`src/hw/rtl/cpid_pkg.sv`:
```
// ----------------------------------------------------------------------------
// cpid_pkg
// Shared types and constants for the cascaded PID controller.
// ----------------------------------------------------------------------------
package cpid_pkg;

    localparam int GAIN_W    = 20;
    localparam int PERIOD_W  = 16;
    localparam int INTEG_W   = 48;
    localparam int CFG_W     = 20;
    localparam int CFG_IDX_W = 3;
    // magnitude operand of the shared multiplier, split into two partial products
    localparam int MAG_W     = 49;
    localparam int LO_W      = 24;
    localparam int HI_W      = MAG_W - LO_W;
    localparam int PROD_W    = GAIN_W + MAG_W;
    localparam int SUM_W     = 64;

    localparam logic [GAIN_W-1:0]   OUTER_KP_RST = 20'd32768;
    localparam logic [GAIN_W-1:0]   INNER_KP_RST = 20'd52429;
    localparam logic [PERIOD_W-1:0] PERIOD_RST   = 16'd66;
    localparam logic [PERIOD_W-1:0] INV_RST      = 16'd1000;

    typedef enum logic [CFG_IDX_W-1:0] {
        REG_OUTER_KP = 3'd0,
        REG_OUTER_KI = 3'd1,
        REG_OUTER_KD = 3'd2,
        REG_INNER_KP = 3'd3,
        REG_INNER_KI = 3'd4,
        REG_INNER_KD = 3'd5,
        REG_PERIOD   = 3'd6,
        REG_INV      = 3'd7
    } t_reg_idx;

    typedef enum logic [2:0] {
        S_IDLE,
        S_ERR,
        S_DIFF,
        S_MLO,
        S_MHI,
        S_POST,
        S_OUT,
        S_PUSH
    } t_state;

    typedef enum logic [2:0] {
        TERM_STEP,
        TERM_DERIV,
        TERM_P,
        TERM_I,
        TERM_D
    } t_term;

    typedef enum logic [3:0] {
        OP_NONE,
        OP_LOAD,
        OP_ERR,
        OP_DIFF,
        OP_MLO,
        OP_MHI,
        OP_INTEG,
        OP_DERIV,
        OP_TERM,
        OP_OUT,
        OP_PUSH
    } t_op;

    typedef struct packed {
        t_op   op;
        t_term term;
        logic  inner;
    } t_cmd;

endpackage

```
`src/hw/rtl/cpid_in_if.sv`:
```
// ----------------------------------------------------------------------------
// cpid_in_if
// Input channel: angle setpoint, measured angle and measured rate.
// ----------------------------------------------------------------------------
interface cpid_in_if #(
    parameter int DATA_WIDTH = 32
);
    logic                         valid;
    logic                         ready;
    logic signed [DATA_WIDTH-1:0] angle_setpoint;
    logic signed [DATA_WIDTH-1:0] angle_measured;
    logic signed [DATA_WIDTH-1:0] rate_measured;

    modport source (output valid, angle_setpoint, angle_measured, rate_measured,
                    input ready);
    modport sink   (input valid, angle_setpoint, angle_measured, rate_measured,
                    output ready);
endinterface

```
`src/hw/rtl/cpid_out_if.sv`:
```
// ----------------------------------------------------------------------------
// cpid_out_if
// Result channel: drive value and rate setpoint.
// ----------------------------------------------------------------------------
interface cpid_out_if #(
    parameter int DATA_WIDTH = 32
);
    logic                         valid;
    logic                         ready;
    logic signed [DATA_WIDTH-1:0] drive_value;
    logic signed [DATA_WIDTH-1:0] rate_setpoint;

    modport source (output valid, drive_value, rate_setpoint, input ready);
    modport sink   (input valid, drive_value, rate_setpoint, output ready);
endinterface

```
`src/hw/rtl/cascaded_pid_controller_top.sv`:
```
// ----------------------------------------------------------------------------
// cascaded_pid_controller_top
// Cascaded angle/rate PID controller in fixed point.
// ----------------------------------------------------------------------------
// Each item is loaded, then worked through both loops in turn (error,
// difference, five multiplies of a low and a high partial product plus a
// post step each, output saturation), then moved into the output register.
// The single shared 20x25 multiplier forms every product as two partial
// products. The input is taken only when the sequencer is idle; a finished
// result waits in the output register while the next item is worked on.
module cascaded_pid_controller_top import cpid_pkg::*; #(
    parameter int DATA_WIDTH = 32,
    parameter int FRAC_BITS  = 16
) (
    input  logic                 i_clk,
    input  logic                 i_rst_n,
    cpid_in_if.sink              i_in,
    cpid_out_if.source           o_out,
    input  logic                 i_cfg_we,
    input  logic [CFG_IDX_W-1:0] i_cfg_idx,
    input  logic [CFG_W-1:0]     i_cfg_data
);

    t_cmd cmd;

    cpid_ctrl u_ctrl (
        .i_clk      (i_clk),
        .i_rst_n    (i_rst_n),
        .i_in_valid (i_in.valid),
        .o_in_ready (i_in.ready),
        .i_out_ready(o_out.ready),
        .o_out_valid(o_out.valid),
        .o_cmd      (cmd)
    );

    cpid_dp #(
        .DATA_WIDTH(DATA_WIDTH),
        .FRAC_BITS (FRAC_BITS)
    ) u_dp (
        .i_clk           (i_clk),
        .i_rst_n         (i_rst_n),
        .i_cmd           (cmd),
        .i_cfg_we        (i_cfg_we),
        .i_cfg_idx       (i_cfg_idx),
        .i_cfg_data      (i_cfg_data),
        .i_angle_setpoint(i_in.angle_setpoint),
        .i_angle_measured(i_in.angle_measured),
        .i_rate_measured (i_in.rate_measured),
        .o_drive_value   (o_out.drive_value),
        .o_rate_setpoint (o_out.rate_setpoint)
    );

    // a result cannot appear the cycle after a transfer in
    a_no_fast_result: assert property (@(posedge i_clk) disable iff (!i_rst_n)
        (i_in.valid && i_in.ready) |=> !$rose(o_out.valid))
        else $error("result appeared right after input transfer");

    // results are pushed only while an item is in flight
    a_push_busy: assert property (@(posedge i_clk) disable iff (!i_rst_n)
        $rose(o_out.valid) |-> $past(!i_in.ready))
        else $error("result pushed while idle");

    // the sequencer issues commands only while busy or on a transfer
    a_idle_quiet: assert property (@(posedge i_clk) disable iff (!i_rst_n)
        (i_in.ready && !i_in.valid) |-> (cmd.op == OP_NONE))
        else $error("command issued while idle");

endmodule

```
`src/hw/rtl/cpid_ctrl.sv`:
```
// ----------------------------------------------------------------------------
// cpid_ctrl
// Sequencer: walks both loops through error, difference, five multiplies
// and output saturation, then hands the result to the output register.
// ----------------------------------------------------------------------------
module cpid_ctrl import cpid_pkg::*; (
    input  logic i_clk,
    input  logic i_rst_n,
    input  logic i_in_valid,
    output logic o_in_ready,
    input  logic i_out_ready,
    output logic o_out_valid,
    output t_cmd o_cmd
);

    t_state r_state, n_state;
    t_term  r_term,  n_term;
    logic   r_inner, n_inner;
    logic   r_out_valid, n_out_valid;
    logic   slot_free;

    assign slot_free = !r_out_valid || i_out_ready;

    always_ff @(posedge i_clk) begin
        if (!i_rst_n) begin
            r_state     <= S_IDLE;
            r_term      <= TERM_STEP;
            r_inner     <= 1'b0;
            r_out_valid <= 1'b0;
        end else begin
            r_state     <= n_state;
            r_term      <= n_term;
            r_inner     <= n_inner;
            r_out_valid <= n_out_valid;
        end
    end

    // next state
    always_comb begin
        n_state     = r_state;
        n_term      = r_term;
        n_inner     = r_inner;
        n_out_valid = r_out_valid;
        if (r_out_valid && i_out_ready) begin
            n_out_valid = 1'b0;
        end
        case (r_state)
            S_IDLE: begin
                if (i_in_valid) begin
                    n_state = S_ERR;
                    n_inner = 1'b0;
                end
            end
            S_ERR:  n_state = S_DIFF;
            S_DIFF: begin
                n_state = S_MLO;
                n_term  = TERM_STEP;
            end
            S_MLO:  n_state = S_MHI;
            S_MHI:  n_state = S_POST;
            S_POST: begin
                if (r_term == TERM_D) begin
                    n_state = S_OUT;
                end else begin
                    n_state = S_MLO;
                    n_term  = t_term'(r_term + 3'd1);
                end
            end
            S_OUT: begin
                if (r_inner) begin
                    n_state = S_PUSH;
                end else begin
                    n_state = S_ERR;
                    n_inner = 1'b1;
                end
            end
            S_PUSH: begin
                // hold until the output register can take the result
                if (slot_free) begin
                    n_state     = S_IDLE;
                    n_out_valid = 1'b1;
                end
            end
            default: n_state = S_IDLE;
        endcase
    end

    // outputs
    always_comb begin
        o_cmd.op    = OP_NONE;
        o_cmd.term  = r_term;
        o_cmd.inner = r_inner;
        case (r_state)
            S_IDLE: if (i_in_valid) begin
                o_cmd.op = OP_LOAD;
            end
            S_ERR:  o_cmd.op = OP_ERR;
            S_DIFF: o_cmd.op = OP_DIFF;
            S_MLO:  o_cmd.op = OP_MLO;
            S_MHI:  o_cmd.op = OP_MHI;
            S_POST: begin
                case (r_term)
                    TERM_STEP:  o_cmd.op = OP_INTEG;
                    TERM_DERIV: o_cmd.op = OP_DERIV;
                    default:    o_cmd.op = OP_TERM;
                endcase
            end
            S_OUT:  o_cmd.op = OP_OUT;
            S_PUSH: if (slot_free) begin
                o_cmd.op = OP_PUSH;
            end
            default: o_cmd.op = OP_NONE;
        endcase
    end

    assign o_in_ready  = (r_state == S_IDLE);
    assign o_out_valid = r_out_valid;

endmodule

```
`src/hw/rtl/cpid_dp.sv`:
```
// ----------------------------------------------------------------------------
// cpid_dp
// Datapath: gain registers, loop state, one shared 20x25 multiplier used
// as two partial products per operation, the accumulator and saturation.
// ----------------------------------------------------------------------------
module cpid_dp import cpid_pkg::*; #(
    parameter int DATA_WIDTH = 32,
    parameter int FRAC_BITS  = 16
) (
    input  logic                         i_clk,
    input  logic                         i_rst_n,
    input  t_cmd                         i_cmd,
    input  logic                         i_cfg_we,
    input  logic [CFG_IDX_W-1:0]         i_cfg_idx,
    input  logic [CFG_W-1:0]             i_cfg_data,
    input  logic signed [DATA_WIDTH-1:0] i_angle_setpoint,
    input  logic signed [DATA_WIDTH-1:0] i_angle_measured,
    input  logic signed [DATA_WIDTH-1:0] i_rate_measured,
    output logic signed [DATA_WIDTH-1:0] o_drive_value,
    output logic signed [DATA_WIDTH-1:0] o_rate_setpoint
);

    localparam int DW  = DATA_WIDTH;
    localparam int EXT = MAG_W + 1;
    localparam int IW  = PROD_W + 1;

    localparam logic signed [DW:0] ERR_HI = (DW+1)'((64'sd1 <<< (DW - 1)) - 64'sd1);
    localparam logic signed [DW:0] ERR_LO = -ERR_HI - (DW+1)'(1);
    localparam logic signed [IW-1:0] INT_HI = IW'((64'sd1 <<< (INTEG_W - 1)) - 64'sd1);
    localparam logic signed [IW-1:0] INT_LO = -INT_HI - IW'(1);
    localparam logic [PROD_W-1:0] DLIM = PROD_W'(1) << (INTEG_W - 1);
    localparam logic signed [SUM_W-1:0] OUT_HI = (SUM_W'(1) <<< (DW - 1)) - SUM_W'(1);
    localparam logic signed [SUM_W-1:0] OUT_LO = -OUT_HI - SUM_W'(1);

    logic [GAIN_W-1:0]   r_okp, r_oki, r_okd, r_ikp, r_iki, r_ikd;
    logic [PERIOD_W-1:0] r_period, r_inv;

    logic signed [DW-1:0]      r_asp, r_ams, r_rms;
    logic signed [DW-1:0]      r_err;
    logic signed [DW:0]        r_diff;
    logic signed [INTEG_W-1:0] r_integ [2];
    logic signed [DW-1:0]      r_last  [2];
    logic signed [INTEG_W-1:0] r_deriv;
    logic [PROD_W-1:0]         r_acc, r_prod;
    logic                      r_msign;
    logic signed [SUM_W-1:0]   r_sum;
    logic signed [DW-1:0]      r_rate_sp, r_drive;
    logic signed [DW-1:0]      r_o_drive, r_o_rate;

    logic [GAIN_W-1:0]        a_op;
    logic signed [EXT-1:0]    b_val;
    logic                     b_neg;
    logic [MAG_W-1:0]         b_mag;
    logic [HI_W-1:0]          b_part;
    logic [GAIN_W+HI_W-1:0]   mul_out;
    logic signed [DW-1:0]     sp, ms;
    logic signed [DW:0]       err_wide;
    logic signed [IW-1:0]     step_s, integ_sum;
    logic [PROD_W-1:0]        step_mag, term_mag;
    logic signed [SUM_W-1:0]  term_s;
    logic signed [SUM_W-1:0]  sum_sat;

    // configuration
    always_ff @(posedge i_clk) begin
        if (!i_rst_n) begin
            r_okp    <= OUTER_KP_RST;
            r_oki    <= '0;
            r_okd    <= '0;
            r_ikp    <= INNER_KP_RST;
            r_iki    <= '0;
            r_ikd    <= '0;
            r_period <= PERIOD_RST;
            r_inv    <= INV_RST;
        end else if (i_cfg_we) begin
            case (t_reg_idx'(i_cfg_idx))
                REG_OUTER_KP: r_okp    <= i_cfg_data;
                REG_OUTER_KI: r_oki    <= i_cfg_data;
                REG_OUTER_KD: r_okd    <= i_cfg_data;
                REG_INNER_KP: r_ikp    <= i_cfg_data;
                REG_INNER_KI: r_iki    <= i_cfg_data;
                REG_INNER_KD: r_ikd    <= i_cfg_data;
                REG_PERIOD:   r_period <= i_cfg_data[PERIOD_W-1:0];
                REG_INV:      r_inv    <= i_cfg_data[PERIOD_W-1:0];
                default:      r_inv    <= r_inv;
            endcase
        end
    end

    // multiplier operands
    always_comb begin
        case (i_cmd.term)
            TERM_STEP: begin
                a_op  = GAIN_W'(r_period);
                b_val = EXT'(r_err);
            end
            TERM_DERIV: begin
                a_op  = GAIN_W'(r_inv);
                b_val = EXT'(r_diff);
            end
            TERM_P: begin
                a_op  = i_cmd.inner ? r_ikp : r_okp;
                b_val = EXT'(r_err);
            end
            TERM_I: begin
                a_op  = i_cmd.inner ? r_iki : r_oki;
                b_val = EXT'(r_integ[i_cmd.inner]);
            end
            TERM_D: begin
                a_op  = i_cmd.inner ? r_ikd : r_okd;
                b_val = EXT'(r_deriv);
            end
            default: begin
                a_op  = '0;
                b_val = '0;
            end
        endcase
        b_neg = b_val[EXT-1];
        b_mag = b_neg ? MAG_W'(-b_val) : MAG_W'(b_val);
    end

    // low half of the magnitude first, high half on the following cycle
    assign b_part  = (i_cmd.op == OP_MHI) ? b_mag[MAG_W-1:LO_W] : HI_W'(b_mag[LO_W-1:0]);
    assign mul_out = a_op * b_part;

    assign sp       = i_cmd.inner ? r_rate_sp : r_asp;
    assign ms       = i_cmd.inner ? r_rms : r_ams;
    assign err_wide = (DW+1)'(sp) - (DW+1)'(ms);

    assign step_mag  = r_prod >> PERIOD_W;
    assign step_s    = r_msign ? -IW'(step_mag) : IW'(step_mag);
    assign integ_sum = IW'(r_integ[i_cmd.inner]) + step_s;

    assign term_mag = r_prod >> FRAC_BITS;
    assign term_s   = r_msign ? -SUM_W'(term_mag[SUM_W-2:0])
                              :  SUM_W'(term_mag[SUM_W-2:0]);

    assign sum_sat = (r_sum > OUT_HI) ? OUT_HI : ((r_sum < OUT_LO) ? OUT_LO : r_sum);

    // loop state
    always_ff @(posedge i_clk) begin
        if (!i_rst_n) begin
            r_integ[0] <= '0;
            r_integ[1] <= '0;
            r_last[0]  <= '0;
            r_last[1]  <= '0;
        end else begin
            case (i_cmd.op)
                OP_DIFF: r_last[i_cmd.inner] <= r_err;
                OP_INTEG: begin
                    if (integ_sum > INT_HI) begin
                        r_integ[i_cmd.inner] <= INTEG_W'(INT_HI);
                    end else if (integ_sum < INT_LO) begin
                        r_integ[i_cmd.inner] <= INTEG_W'(INT_LO);
                    end else begin
                        r_integ[i_cmd.inner] <= INTEG_W'(integ_sum);
                    end
                end
                default: r_integ[0] <= r_integ[0];
            endcase
        end
    end

    // working registers
    always_ff @(posedge i_clk) begin
        case (i_cmd.op)
            OP_LOAD: begin
                r_asp <= i_angle_setpoint;
                r_ams <= i_angle_measured;
                r_rms <= i_rate_measured;
            end
            OP_ERR: begin
                r_sum <= '0;
                if (err_wide > ERR_HI) begin
                    r_err <= DW'(ERR_HI);
                end else if (err_wide < ERR_LO) begin
                    r_err <= DW'(ERR_LO);
                end else begin
                    r_err <= DW'(err_wide);
                end
            end
            OP_DIFF: r_diff <= (DW+1)'(r_err) - (DW+1)'(r_last[i_cmd.inner]);
            OP_MLO: begin
                r_acc   <= PROD_W'(mul_out);
                r_msign <= b_neg;
            end
            OP_MHI: r_prod <= r_acc + (PROD_W'(mul_out) << LO_W);
            OP_DERIV: begin
                if (r_prod >= DLIM) begin
                    r_deriv <= r_msign ? -INTEG_W'(DLIM) : INTEG_W'(DLIM - PROD_W'(1));
                end else begin
                    r_deriv <= r_msign ? -INTEG_W'(r_prod) : INTEG_W'(r_prod);
                end
            end
            OP_TERM: r_sum <= r_sum + term_s;
            OP_OUT: begin
                if (i_cmd.inner) begin
                    r_drive <= DW'(sum_sat);
                end else begin
                    r_rate_sp <= DW'(sum_sat);
                end
            end
            OP_PUSH: begin
                r_o_drive <= r_drive;
                r_o_rate  <= r_rate_sp;
            end
            default: r_acc <= r_acc;
        endcase
    end

    assign o_drive_value   = r_o_drive;
    assign o_rate_setpoint = r_o_rate;

endmodule

```
`src/flat_wrapper.sv`:
```
// flat-port wrapper written by rule: the top's interface ports become plain ports
module cascaded_pid_controller_top_flat import cpid_pkg::*;
#(
    parameter int DATA_WIDTH = 32,
    parameter int FRAC_BITS  = 16
)
  (i_clk, i_rst_n, i_cfg_we, i_cfg_idx, i_cfg_data, i_in_valid, i_in_angle_setpoint, i_in_angle_measured, i_in_rate_measured, i_in_ready, o_out_valid, o_out_drive_value, o_out_rate_setpoint, o_out_ready);
  cpid_in_if #(.DATA_WIDTH(DATA_WIDTH)) i_in_i ();
  cpid_out_if #(.DATA_WIDTH(DATA_WIDTH)) o_out_i ();
  input  logic i_clk;
  input  logic i_rst_n;
  input  logic i_cfg_we;
  input  logic [CFG_IDX_W-1:0] i_cfg_idx;
  input  logic [CFG_W-1:0] i_cfg_data;
  input wire logic [$bits(i_in_i.valid)-1:0] i_in_valid;
  input wire logic [$bits(i_in_i.angle_setpoint)-1:0] i_in_angle_setpoint;
  input wire logic [$bits(i_in_i.angle_measured)-1:0] i_in_angle_measured;
  input wire logic [$bits(i_in_i.rate_measured)-1:0] i_in_rate_measured;
  output wire logic [$bits(i_in_i.ready)-1:0] i_in_ready;
  output wire logic [$bits(o_out_i.valid)-1:0] o_out_valid;
  output wire logic [$bits(o_out_i.drive_value)-1:0] o_out_drive_value;
  output wire logic [$bits(o_out_i.rate_setpoint)-1:0] o_out_rate_setpoint;
  input wire logic [$bits(o_out_i.ready)-1:0] o_out_ready;
  assign i_in_i.valid = i_in_valid;
  assign i_in_i.angle_setpoint = i_in_angle_setpoint;
  assign i_in_i.angle_measured = i_in_angle_measured;
  assign i_in_i.rate_measured = i_in_rate_measured;
  assign i_in_ready = i_in_i.ready;
  assign o_out_valid = o_out_i.valid;
  assign o_out_drive_value = o_out_i.drive_value;
  assign o_out_rate_setpoint = o_out_i.rate_setpoint;
  assign o_out_i.ready = o_out_ready;
  cascaded_pid_controller_top #(.DATA_WIDTH(DATA_WIDTH), .FRAC_BITS(FRAC_BITS)) u_core (.i_clk(i_clk), .i_rst_n(i_rst_n), .i_in(i_in_i), .o_out(o_out_i), .i_cfg_we(i_cfg_we), .i_cfg_idx(i_cfg_idx), .i_cfg_data(i_cfg_data));
endmodule
```
`config.mk`:
```
export PLATFORM = sky130hd
export DESIGN_NAME = cascaded_pid_controller_top_flat
export DESIGN_NICKNAME = d
export VERILOG_FILES = /design/src/hw/rtl/cpid_pkg.sv /design/src/hw/rtl/cpid_in_if.sv /design/src/hw/rtl/cpid_out_if.sv /design/src/hw/rtl/cascaded_pid_controller_top.sv /design/src/hw/rtl/cpid_ctrl.sv /design/src/hw/rtl/cpid_dp.sv /design/src/flat_wrapper.sv
export SDC_FILE = /design/constraint.sdc
export NUM_CORES = 2
export LEC_CHECK = 0
export BUFFER_PORTS_ARGS = -buffer_cell sky130_fd_sc_hd__buf_2
export CAP_MARGIN = 30
export CORE_ASPECT_RATIO = 2
export CORE_UTILIZATION = 50
export CTS_BUF_LIST = sky130_fd_sc_hd__clkbuf_8 sky130_fd_sc_hd__clkbuf_16
export DETAILED_ROUTE_END_ITERATION = 16
export GPL_TIMING_DRIVEN = 0
export PLACE_DENSITY = 0.69
export SYNTH_ARGS = -nofsm -noshare
export SYNTH_HDL_FRONTEND = slang
export SYNTH_HIERARCHICAL = 1
export SYNTH_SLANG_ARGS = --single-unit
```
`constraint.sdc`:
```
create_clock -name i_clk -period 13 [get_ports i_clk]
set_input_delay 1.95 -clock i_clk [delete_from_list [all_inputs] [get_ports i_clk]]
set_output_delay 1.95 -clock i_clk [all_outputs]
set_load 0.1 [all_outputs]
```
# [Yosys cells after proc, flatten, opt, wreduce, memory -nomap -nowiden]
# Memories as Yosys holds them, arrays and structs flattened. A register that Yosys moved wholly into a read port is not among the register bits.
# Cells that the tools add are included.
# Widths: inputs -> output; s select.
[word_totals] mem_bits_rw=160 n_memories=2 register_bits=676 inputBits=124 word_cells=177
[classes] addsub=10 n_eq_ne=32 n_mul=1 n_lt_le_gt_ge=7 n_mux=68 n_bitwise=4 reduce_logical=27
[memory_table] memory="u_core.u_dp.r_integ" words=2 word_bits=48 rd=1 rd_clocked_by_memory_dff=1 write_ports=2 line_no="cpid_dp.sv:41" source="logic signed [INTEG_W-1:0] r_integ [2];"
[memory_table] memory="u_core.u_dp.r_last" words=2 word_bits=32 rd=1 rd_clocked_by_memory_dff=1 write_ports=2 line_no="cpid_dp.sv:42" source="logic signed [DW-1:0] r_last [2];"
[ops] cell="$mux 48" count=7
[ops] cell="$pmux 50 s4" count=1
[ops] cell="$mux 32" count=6
[ops] cell="$pmux 64 s2" count=1
[ops] cell="$pmux 20 s5" count=1
[ops] cell="$add 48x70->70" count=1
[ops] cell="$gt 70x48->1 const B" count=1
[ops] cell="$lt 70x48->1 const B" count=1
[ops] cell="$mux 70" count=1
[ops] cell="$neg 53->70" count=1
[ops] cell="$add 45x69->69" count=1
[ops] cell="$ge 69x48->1 const B" count=1
[ops] cell="$sub 32x32->33" count=2
[ops] cell="$add 64x64->64" count=1
[ops] cell="$gt 64x32->1 const B" count=1
[ops] cell="$lt 64x32->1 const B" count=1
[ops] cell="$mux 64" count=1
[ops] cell="$neg 53->64" count=1
[ops] cell="$mux 20" count=3
[ops] cell="$mux 49" count=1
[ops] cell="$neg 49->49" count=1
[ops] cell="$neg 48->48" count=1
[ops] cell="$reduce_or 48->1" count=1
[ops] cell="$mul 20x25->45" count=1
[ops] cell="other kinds (31)" count=111

# [Depth between registers and ports, before layout]
[logic_depth] ltp_word=13 mapped_depth=52 depth_no_buf=46

# [By module]
# The synthesis kept the hierarchy.
[by_module_without_submodules] mod="cpid_dp" seq_area_each_um2=23342.4 n_inst=1 area_each_um2=64538.1 cells_each=6731
[by_module_without_submodules] mod="cpid_ctrl" seq_area_each_um2=160.2 n_inst=1 area_each_um2=555.5 cells_each=72

# [Worst setup path before layout]
# No wires, ideal clock.
[synth_path] path_kind="in2reg" startpoint="input o_out_ready" endpoint="register u_core.u_dp.r_prod[63] (data pin)" arrival_time_ps=13760 setup_ps=263 path_slack_ps=-1023 required_time_ps=12737 path_buffers=4 stages=45 cell_sequence="nor2b_1 -> o21ai_0 -> mux2_2 -> nand2b_1 -> or2_2 -> clkbuf_1 -> clkinv_1 -> clkbuf_1 -> clkbuf_1 -> nand2_1 -> a21oi_1 -> a211oi_1 -> clkbuf_1 -> nand2_1 -> fa_1 -> inv_1 -> fa_1 -> inv_1 -> [9 not listed] -> inv_1 -> ha_1 -> and3_1 -> a221o_1 -> a22oi_1 -> nand2_1 -> xor2_1 -> ha_1 -> o21a_1 -> o21a_1 -> nor2_1 -> a21oi_1 -> nand4_1 -> nor4b_1 -> nand3_1 -> nor3_1 -> nand3_1 -> xnor2_1"
[synth_lines] element="from (decl)" line_no="flat_wrapper.sv:23" source="input wire logic [$bits(o_out_i.ready)-1:0] o_out_ready;"
[synth_lines] element="to (signal assigned)" line_no="cpid_dp.sv:186" source="OP_MHI: r_prod <= r_acc + (PROD_W'(mul_out) << LO_W);"
[synth_lines] element="to (decl)" line_no="cpid_dp.sv:44" source="logic [PROD_W-1:0] r_acc, r_prod;"

# [Final worst setup path]
[layout_path] startpoint="register u_core.u_ctrl.r_inner" endpoint="register u_core.u_dp.r_prod[68] (data pin)"
[layout_between] elab_chain_cells=4
[layout_lines] element="from (decl)" line_no="cpid_ctrl.sv:18" source="logic r_inner, n_inner;"
[layout_lines] element="from (signal assigned)" line_no="cpid_ctrl.sv:33" source="r_inner <= n_inner;"
[layout_lines] element="$mux 20 (on tied branches)" line_no="cpid_dp.sv:109, cpid_dp.sv:101, cpid_dp.sv:105"
[layout_lines] element="$pmux 20 s5 (*)" line_no="cpid_dp.sv:91" source="case (i_cmd.term)"
[layout_lines] element="$mul 20x25->45 (*)" line_no="cpid_dp.sv:123" source="assign mul_out = a_op * b_part;"
[layout_lines] element="named net u_core.u_dp.mul_out[17]" line_no="cpid_dp.sv:55" source="logic [GAIN_W+HI_W-1:0] mul_out;"
[layout_lines] element="$add 45x69->69 (*)" line_no="cpid_dp.sv:186"
# Mark *: on every way through the listed nets, which the timed path passes. The rest lies on a longest branch.
# A chain may end at the register's enable or synchronous reset.

==> results.json <==
{
  "outcome": "finished clean",
  "synth-edff-count": 676,
  "cts_tree": "yes",
  "die-area_sq_um": 132000,
  "async_flop_share_pct": 0,
  "vdd_drop_max_uv": 224,
  "worstSetupEndpointType": "flop",
  "antenna_found_initial": 18,
  "dr.pass1.iters": 6,
  "required_ns": 13.42,
  "path_max_fanout": 10,
  "p_sw_mw": 6.31,
  "intPower_mw": 7.64,
  "place_hpwl_mm": 203,
  "clk_latency_ns": 0.72,
  "hold_buffers": 0,
  "fin_hold_ws_ns": 0.410,
  "cts_buffer_depth": 3,
  "drtAntennaViolNets": 0,
  "wirelength_mm": 257,
  "cts.sink_count": 836,
  "rows": 186,
  "drc": 0,
  "drive_above_1_share_pct": 10.6,
  "max_freq_mhz": 78.2,
  "crit_top_cell": "fa_1",
  "ys_seq_elements": 836,
  "first_global_vias": 56451,
  "routedWlPerCell_um": 28.7,
  "instances_no_fill": 8941,
  "area_delta_synth_final_pct": 11.9,
  "ys_warn_count": 6,
  "leakagePower_nw": 29.1,
  "clk_pin_slew_ns": 0.06,
  "p_sw_share_pct": 45.2,
  "htreeDepth": 3,
  "synth-main-ff-cell": "edfxtp_1",
  "grt_max_degree": 70,
  "netlist_area_sq_um": 65100,
  "startpoint_type": "flop",
  "die_h_um": 512,
  "final.fill_count": 11389,
  "final_common_cell": "nand2_1",
  "io-pin-count": 190,
  "cp_slowest_cell": "fa_2",
  "min_path_type": "flop to flop",
  "start_util_pct": 50.6,
  "fin_nets": 8085,
  "placed_cells": 8757,
  "setup_viol": 0,
  "cts_root_buf": "clkbuf_16",
  "viasPerCell": 6.22,
  "post-route-util_pct": 56.6,
  "multiInputGateArea_sq_um": 38700,
  "critPathArrivalTime_ns": 13.21,
  "seq_area_sq_um": 23500,
  "drt_iter0_drc": 4410,
  "cts_buffers": 79,
  "slew_viol_final": 0,
  "cellPowerDensity_nw_per_um2": 192,
  "maxSlewHeadroom_pct": 28.1,
  "slowest_delay_ns": 0.77,
  "worst_pin_slew_ns": 1.08,
  "grtUsageTotal_pct": 39.1,
  "maxCapViolCount": 0,
  "grt_pass1_wl_mm": 370,
  "seq_power_share_pct": 25.6,
  "period_share_pct": 98.4,
  "syn_avg_cell_area_sq_um": 9.57,
  "synth_cells": 6803,
  "synth.distinct_cells": 90,
  "crit_type": "flop to flop",
  "portBuffers": 171,
  "power_frac_clock_pct": 17.5,
  "vias": 55601,
  "overflow": 0,
  "fp.dieW_um": 257,
  "yosysSeqAreaShare_pct": 36.1,
  "finalCriticalPeriod_ns": 12.79,
  "mostFrequentLayoutCells": "967 x nand2_1, 676 x edfxtp_1, 614 x inv_1",
  "power_frac_comb_pct": 56.9,
  "clock_skew_ns": 0.0378,
  "core_area_sq_um": 129000,
  "hold_viol": 0,
  "place.gp.congestion": 1.05
}
==> area by class of cell <==
type	instances	area share [%]
inverter	609	3.14
clock inverter	59	0.820
buffer	353	2.20
timing repair buffer	272	2.50
multi-input combinational	5017	53.2
clock buffer	88	2.92
sequential	836	32.3
tap	1692	2.91
antenna	15	0.0515
==> critical path: cells and delay by family, from the launching register on <==
| kind | cells | cell delay [ns] |
|---|---|---|
| AOI/OAI and AO/OA | 10 | 2.26 |
| xor gates and xnor gates | 2 | 0.42 |
| adders and majority gates | 9 | 4.53 |
| buffers and inverters | 15 | 3.26 |
| DFF | 1 | 0.37 |
| muxes | 1 | 0.11 |
| and+or+nand+nor | 9 | 1.46 |
==> metrics by stage <==
stage	total power, mW	setup TNS, ns	cell area, sq um	worst slack (ns)
after floorplan	8.37	0	65200	0.0692
after global placement	10.5	-259.82	68100	-5.61
after detailed placement	10.7	-106.46	69000	-3.36
after CTS	13.4	0	72300	0.0000551
after global routing	14.6	-0.0687	72800	-0.0323
final	13.9	0	72800	0.205
==> sequential cells by signal, indices dropped and copies added (netlist names), 33 cells and up <==
signal               count
u_core/u_dp/r_sum       64
u_core/u_dp/r_deriv     48
u_core/u_dp/r_last      64
u_core/u_dp/r_acc       45
u_core/u_dp/r_prod      69
u_core/u_dp/r_integ     96
u_core/u_dp/r_diff      33
==> cells in the mapped netlist, drive strengths merged, types with 51 or more instances <==
cell type  count  share of area, %
a21boi       151               1.7
a21o         112               1.3
a21oi        368               2.8
a31oi         51              0.49
and2         166               1.6
buf           53              0.44
clkbuf       306               1.8
dfxtp        160               4.9
edfxtp       676                31
fa           415                13
ha           378               7.3
inv          607               3.5
mux2          81               1.4
mux2i        131               2.0
nand2        972               5.6
nand2b        76              0.73
nand3        116              0.89
nand4         66              0.63
nor2         382               2.2
nor2b         68              0.65
nor3         100              0.78
o211ai        56              0.65
o21a          52              0.60
o21ai        275               2.1
o22ai        125               1.2
or3           60              0.60
xnor2        214               2.9
xor2          95               1.3
==> power by group through the flow <==
stage	registers, mW	clock network (mW)	logic, mW
after floorplan	3.56	0	4.80
after global placement	3.65	0	6.89
after detailed placement	3.62	0	7.08
after CTS	3.56	2.47	7.34
after global routing	3.58	2.55	8.48
final	3.57	2.44	7.93
==> metal layers <==
| metal | up-vias | share of wire (%) | global-route usage, % |
|---|---|---|---|
| met2 | 2796 | 51 | 68.8 |
| met5 | - | 0.035 | 0 |
| met3 | 1322 | 6.7 | 8.91 |
| met1 | 27044 | 29 | 34.2 |
| li1 | 24425 | - | - |
| met4 | 14 | 14 | 43.7 |
==> repair_timing <==
item	in CTS	in global routing
setup endpoints to repair	67	27
setup buffers	10	11
gates resized for setup	144	112
pin swaps	9	23
==> cell families (layout without fill, tap and decap cells) <==
kind of cell | count (synthesis) | after routing | share of synthesized area, %
other | 2 | 35 | 0.0115
XOR/XNOR | 309 | 309 | 4.16
adder cells (fa/ha/maj) | 797 | 797 | 20.1
multiplexers | 212 | 212 | 3.42
AO/OA/AOI/OAI | 1509 | 1509 | 15.0
AND/OR/NAND/NOR | 2170 | 2170 | 15.5
buffers and inverters | 968 | 1381 | 5.72
flip-flops | 836 | 836 | 36.1
==> path summary, 6_finish.rpt <==
path	start	to	slack, ns	cells past startpoint
hold reg to reg	u_core/u_dp/r_acc[8]	u_core/u_dp/r_prod[8]	0.41	0
hold / removal	u_core/u_dp/r_acc[8]	u_core/u_dp/r_prod[8]	0.41	0
setup reg to reg	u_core/u_ctrl/r_inner	u_core/u_dp/r_prod[68]	0.21	46
setup / recovery	u_core/u_ctrl/r_inner	u_core/u_dp/r_prod[68]	0.21	46
Note: power is estimated with default switching activity, not from simulation.
